$ cat src/sv/fssa_pkg.sv
// Package for the format-sized slot allocator: sizes, status codes, commands
// and the command/status structs that join controller and datapath.
// No dependencies.
package fssa_pkg;

  localparam int SLOTS        = 4096;
  localparam int BUFFERS      = 32;
  localparam int SIZE_CLASSES = 64;
  localparam int FORMATS      = 18;

  localparam int SLOT_W = $clog2(SLOTS);
  localparam int BUF_W  = $clog2(BUFFERS);
  localparam int CLS_W  = $clog2(SIZE_CLASSES);
  localparam int FMT_W  = 5;
  localparam int FI_W   = $clog2(FORMATS * SIZE_CLASSES);
  localparam int ELEM_W = 16;
  localparam int LEN_W  = 12;
  localparam int ST_W   = 3;

  localparam logic [ST_W-1:0] ST_REUSED   = 3'd0;
  localparam logic [ST_W-1:0] ST_CARVED   = 3'd1;
  localparam logic [ST_W-1:0] ST_NEWBUF   = 3'd2;
  localparam logic [ST_W-1:0] ST_NOSTORE  = 3'd3;
  localparam logic [ST_W-1:0] ST_BADSIZE  = 3'd4;
  localparam logic [ST_W-1:0] ST_RELEASED = 3'd5;

  localparam logic CMD_GET     = 1'b0;
  localparam logic CMD_RELEASE = 1'b1;

  localparam logic [ELEM_W-1:0] MIN_BUF_RESET = 16'd8192;

  // Datapath operations issued by the controller.
  localparam logic [3:0] OP_NONE     = 4'd0;
  localparam logic [3:0] OP_LATCH    = 4'd1;  // capture the input beat
  localparam logic [3:0] OP_RD_HEAD  = 4'd2;  // read slot record of released slot
  localparam logic [3:0] OP_RD_SLOT  = 4'd3;  // read slot record at head; release: set class
  localparam logic [3:0] OP_POP      = 4'd4;  // pop free list, emit reused
  localparam logic [3:0] OP_WALK     = 4'd5;  // load chain head into walker
  localparam logic [3:0] OP_STEP     = 4'd6;  // follow buffer link
  localparam logic [3:0] OP_CARVE    = 4'd7;  // carve from walked buffer
  localparam logic [3:0] OP_NEWBUF   = 4'd8;  // open new buffer
  localparam logic [3:0] OP_PUSH     = 4'd9;  // push released slot
  localparam logic [3:0] OP_EMIT_BAD = 4'd10;
  localparam logic [3:0] OP_EMIT_NOS = 4'd11;
  localparam logic [3:0] OP_EMIT_IGN = 4'd12;

  typedef struct packed {
    logic [3:0] op;
  } fssa_cmd_t;

  typedef struct packed {
    logic is_release;
    logic bad_req;
    logic rel_ignored;
    logic free_hit;
    logic slots_full;
    logic buffers_full;
    logic walk_end;
    logic walk_fits;
    logic init_done;
  } fssa_stat_t;

endpackage

$ cat src/sv/fssa_ctrl.sv
// Controller of the slot allocator: sequences memory reads, the chain walk
// and the result hand-off. Depends on fssa_pkg.
module fssa_ctrl (
  input  logic                 clk,
  input  logic                 rst_n,
  input  logic                 in_fire,
  output logic                 in_rdy,
  output logic                 out_vld,
  input  logic                 out_rdy,
  output logic                 res_load,
  output fssa_pkg::fssa_cmd_t  cmd,
  input  fssa_pkg::fssa_stat_t stat
);
  import fssa_pkg::*;

  localparam logic [3:0] S_INIT  = 4'd0;
  localparam logic [3:0] S_IDLE  = 4'd1;
  localparam logic [3:0] S_DEC   = 4'd2;
  localparam logic [3:0] S_RSLOT = 4'd3;
  localparam logic [3:0] S_GETCK = 4'd4;
  localparam logic [3:0] S_WALK  = 4'd5;
  localparam logic [3:0] S_TEST  = 4'd6;
  localparam logic [3:0] S_RHEAD = 4'd7;
  localparam logic [3:0] S_PUSH  = 4'd8;
  localparam logic [3:0] S_OUT   = 4'd9;

  logic [3:0] state_r, state_nxt;
  logic       out_vld_r, out_vld_nxt;

  assign in_rdy  = (state_r == S_IDLE);
  assign out_vld = out_vld_r;

  always_comb begin
    state_nxt   = state_r;
    out_vld_nxt = out_vld_r && !out_rdy;
    res_load    = 1'b0;
    cmd.op      = OP_NONE;
    unique case (state_r)
      S_INIT: if (stat.init_done) state_nxt = S_IDLE;
      S_IDLE: begin
        if (in_fire) begin
          cmd.op    = OP_LATCH;
          state_nxt = S_DEC;
        end
      end
      S_DEC: begin
        if (stat.is_release) begin
          if (stat.rel_ignored) begin
            cmd.op = OP_EMIT_IGN; state_nxt = S_OUT;
          end else begin
            cmd.op = OP_RD_HEAD; state_nxt = S_RSLOT;
          end
        end else if (stat.bad_req) begin
          cmd.op = OP_EMIT_BAD; state_nxt = S_OUT;
        end else begin
          cmd.op = OP_RD_SLOT; state_nxt = S_GETCK;
        end
      end
      S_RSLOT: begin
        cmd.op = OP_RD_SLOT; state_nxt = S_RHEAD;
      end
      S_RHEAD: begin
        cmd.op = OP_WALK; state_nxt = S_PUSH;
      end
      S_PUSH: begin
        cmd.op = OP_PUSH; state_nxt = S_OUT;
      end
      S_GETCK: begin
        if (stat.free_hit) begin
          cmd.op = OP_POP; state_nxt = S_OUT;
        end else if (stat.slots_full) begin
          cmd.op = OP_EMIT_NOS; state_nxt = S_OUT;
        end else begin
          cmd.op = OP_WALK; state_nxt = S_TEST;
        end
      end
      S_TEST: begin
        if (stat.walk_end) begin
          if (stat.buffers_full) cmd.op = OP_EMIT_NOS;
          else cmd.op = OP_NEWBUF;
          state_nxt = S_OUT;
        end else if (stat.walk_fits) begin
          cmd.op = OP_CARVE; state_nxt = S_OUT;
        end else begin
          cmd.op = OP_STEP;
        end
      end
      // Hand the result to the output register once it is free.
      S_OUT: begin
        if (!out_vld_r || out_rdy) begin
          res_load    = 1'b1;
          out_vld_nxt = 1'b1;
          state_nxt   = S_IDLE;
        end
      end
      default: state_nxt = S_INIT;
    endcase
  end

  always_ff @(posedge clk) begin
    if (!rst_n) begin
      state_r   <= S_INIT;
      out_vld_r <= 1'b0;
    end else begin
      state_r   <= state_nxt;
      out_vld_r <= out_vld_nxt;
    end
  end

endmodule

$ cat config.mk
export PLATFORM = sky130hd
export DESIGN_NAME = fssa_ctrl
export DESIGN_NICKNAME = d
export VERILOG_FILES = /design/src/sv/fssa_pkg.sv /design/src/sv/fssa_ctrl.sv
export SDC_FILE = /design/constraint.sdc
export NUM_CORES = 1
export LEC_CHECK = 0
export BUFFER_PORTS_ARGS = -buffer_cell sky130_fd_sc_hd__buf_4
export CAP_MARGIN = 25
export CORE_MARGIN = 2
export CORE_UTILIZATION = 44
export CTS_CLUSTER_SIZE = 24
export DETAILED_ROUTE_END_ITERATION = 7
export PLACE_DENSITY = 0.79
export SYNTH_ARGS = -nofsm -noshare
export SYNTH_HDL_FRONTEND = slang
export SYNTH_SLANG_ARGS = --single-unit
$ cat constraint.sdc
create_clock -name clk -period 1.6 [get_ports clk]
set_input_delay 0.24 -clock clk [delete_from_list [all_inputs] [get_ports clk]]
set_output_delay 0.24 -clock clk [all_outputs]
set_load 0.01 [all_outputs]
[After elaboration in Yosys (flattened, before gate mapping)]
Cells that the tools add are included.
Storage, ports and cells
  bits in registers: 5
  output and inout bits: 7
  word-level logic and storage cells: 45
  input port bits: 13
Operators by class
  muxes and demuxes: 25
  reduce and logical (&&, ||, !) cells: 6
  eq/ne operators: 12
Operator list (number)
  $mux 4: 16
  $pmux 4 s9: 1
  $pmux 4 s7: 1
  $eq 4x3->1 const B: 3
  $eq 4x2->1 const B: 2
  $eq 4x4->1 const B: 2
  $mux 1: 6
  $ne 2x2->1 const B: 3
  $eq 4x1->1 const B: 1
  $logic_not 4->1: 1
  $reduce_and 4->1: 1
  $ne 3x3->1 const B: 1
  $logic_not 1->1: 2
  $mux 2: 1
  $logic_and 1x1->1: 1
  $logic_or 1x1->1: 1

[Logic depth before layout (Yosys ltp)]
  depth in word-level cells: 4
  mapped depth: 6
  gate-level depth less buffers: 4

[Worst setup path after synthesis]
OpenSTA, ideal clock, no wires.
  kind: register -> register
  start point: reg state_r[0]
  end point: reg state_r[1]
  buffers on the path: 1
  path slack: 0.088 ns
  cell stages (with the launch flop): 6
  data required time: 1.484 ns
  clock period less this slack: 1.512 ns
  data arrival time: 1.396 ns
  setup time: 0.116 ns
  cells stage by stage: dfxtp_1 buf_6 or4b_1 a31oi_1 nor3_1 o211a_1
Between the ends
  word-level cells in the longest chain between the ends: 3
  elaborated cells between the ends (all ways): 15
  classes of those cells: 12 x eq/ne; 1 x mux; 2 x reduce/logical
Ends and longest elaborated chain
  from (decl): RTL line fssa_ctrl.sv:27  | logic [3:0] state_r, state_nxt;
  from (signal assigned): RTL line fssa_ctrl.sv:105  | state_r <= state_nxt;
  $eq 4x3->1 (tied with other cells): RTL line fssa_ctrl.sv:38  | unique case (state_r)
  $ne 3x3->1 (no line) / $ne 2x2->1 (equally long branches)
  $reduce_and 4->1 (no line)
Parallel ways exist; a longest one is shown, timed or not.
A chain may end at the register's enable or synchronous reset.

==> qor.txt <==
status = complete, but fails checks
failing checks = negative setup slack
Max Freq = 0.574 GHz
main flop type after synthesis = dfxtp_1
fin cells = 137
antenna violations before repair = 0
ratio of cells with drive above 1 in the final layout = 50.8%
clock sink count = 5
Fin Clk Skew = 1.14 ps
GP Congestion = 0.903
number of synthesized flops with an enable pin = 0
critical path type = reg -> out
# fillers = 93
worst min path class = in -> reg
Worst Path Max Fanout = 7
Overflow after GRT = 0
final-stage net count = 136
synthesized net count = 97
most frequent cells in the layout = buf_4 (34), o211ai_1 (6), nor3_1 (5)
Routed Antenna Nets = 0
share of flip-flops with an asynchronous set or reset = 0%
Cells after Synth = 84
Die Ht = 41.4 um
HPWL Detailed = 1.33 mm
Initial Utilization = 47.2%
area of the mapped netlist = 614 sq um
H-tree Lvls = 1
Max Cap Violations = 0
largest net degree at the start of global routing = 18
endpoints failing hold = 0
Synth top area share = 16.3%
die width = 41.4 um
Slew HR = 67.2%
number of setup violations in the final report = 1
total number of vias = 866
Yosys warnings = 0
core area = 1300 sq um
Root Buffer = clkbuf_4
die area = 1710 sq um
period utilisation layout = 109%
Antenna Cells = 0
Bufs on Longest Clock Path = 2
storage element area = 113 sq um
critical path endpoint category = primary output
Synth Register Bits = 5
cell taking the most area after synthesis = dfxtp_1
fin util = 79.9%
clock period minus worst slack = 1740 ps
post-cts hold buffer count = 0
Total Power = 978 uW
Core Rows = 13
Req. time, crit path = 1360 ps
post-DR wirelength/cell = 17.3 um
Worst-Skew Late Latency = 230 ps
# port buffers = 19
clk slew on worst S/H paths = 40 ps
Final Slew Violations = 0
Tot GR Track Use = 25.1%
drt pass-1 iters = 4
power density cells = 941 nW/um^2
final WL = 2.37 mm
CTS tree = yes
Area Growth Syn to Fin = 69.2%
main area contributors after synthesis = dfxtp_1 (16%), nor3b_1 (7.3%), o211ai_1 (7.3%)
Vias/cell = 6.32
syn_area_per_cell = 7.31 sq um
worst slew pin tran = 485 ps
drt drc = 0
Final WS setup = -142 ps
post-synthesis sequential area ratio = 16.3%
leakage power = 0.000446 uW
startpoint types = flop
RSZ-0062 raised after global routing = yes
IO Count = 20
initial DRC count = 33
Max VDD drop = 0.585 mV
Multi-input gate area = 526 sq um
most common cell after layout, fill and taps aside = buf_4
Worst EP arrival = 1500 ps
Synth cell types = 34
vias in the first global route = 668
placed cells = 125
first-pass GRT wire length = 2.85 mm
TritonCTS buffer count = 3
[metrics by stage]
stage | TNS, ps | worst slack, ps | instance area, sq um | hold slack (ps)
after detailed placement | 0 | 5.13 | 846 | 500
after floorplan | 0 | 87.5 | 614 | 358
after CTS | -3.23 | -3.23 | 932 | 250
after global placement | 0 | 72.8 | 846 | 491
final | -142 | -142 | 1040 | 264
after global routing | -288 | -165 | 1040 | 258
[kinds of logic after synthesis]
group	share of synthesized area (%)
AND/OR/NAND/NOR	37.5
AO/OA/AOI/OAI	33.4
buffers and inverters	7.53
flip-flops	16.3
multiplexers	5.30
[timing repair]
action                                  4_1_cts  5_1_grt
cloned                                        1        1
pin swaps                                     2        4
resized for setup                            13       15
setup buffers                                 2        4
endpoints found under the setup margin        5        4
[registers in the layout (all words and copies together), names as in the netlist]
register,count
out_vld,1
state_r,4
[report_power, final]
part	leakage, uW	internal [uW]	total, uW	switching, uW
logic	0.000388	345	642	297
registers	0.0000433	153	193	39.5
clock network	0.0000150	94.1	143	49.3
[routing by layer]
metal	routed length [um]	GRT usage, %
met1	944	30.8
met3	165	4.79
met5	0	0
met2	1180	43.4
met4	75	8.87
[layout make-up]
| type | count | area share (%) |
|---|---|---|
| Timing Repair Buffer | 41 | 33.2 |
| Inverter | 3 | 1.08 |
| Tap cell | 15 | 1.81 |
| Sequential cell | 5 | 10.8 |
| Multi-Input combinational cell | 69 | 50.5 |
| Clock buffer | 4 | 2.53 |
[synth_stat cells, drive strengths merged (4+ instances only)]
master / instances
nor3: 6
clkbuf: 4
a21oi: 4
nor2b: 5
dfxtp: 5
o211ai: 6
nor3b: 6
nor2: 5
o21ai: 5
[final timing paths]
path               from          to  slack [ps]  cells past startpoint
max reg2reg  state_r[0]  state_r[1]          20                      4
min reg2reg     out_vld     out_vld         520                      2
min               rst_n  state_r[3]         260                      2
max          state_r[3]      cmd[0]        -140                      5
[worst max-delay path: stages, from the launching register on]
cell and delay (ps):
dfxtp_2 440, inv_1 120, a31oi_1 260, o22a_1 210
o21ai_1 80, buf_4 150
(Power assumes the default switching activity.)
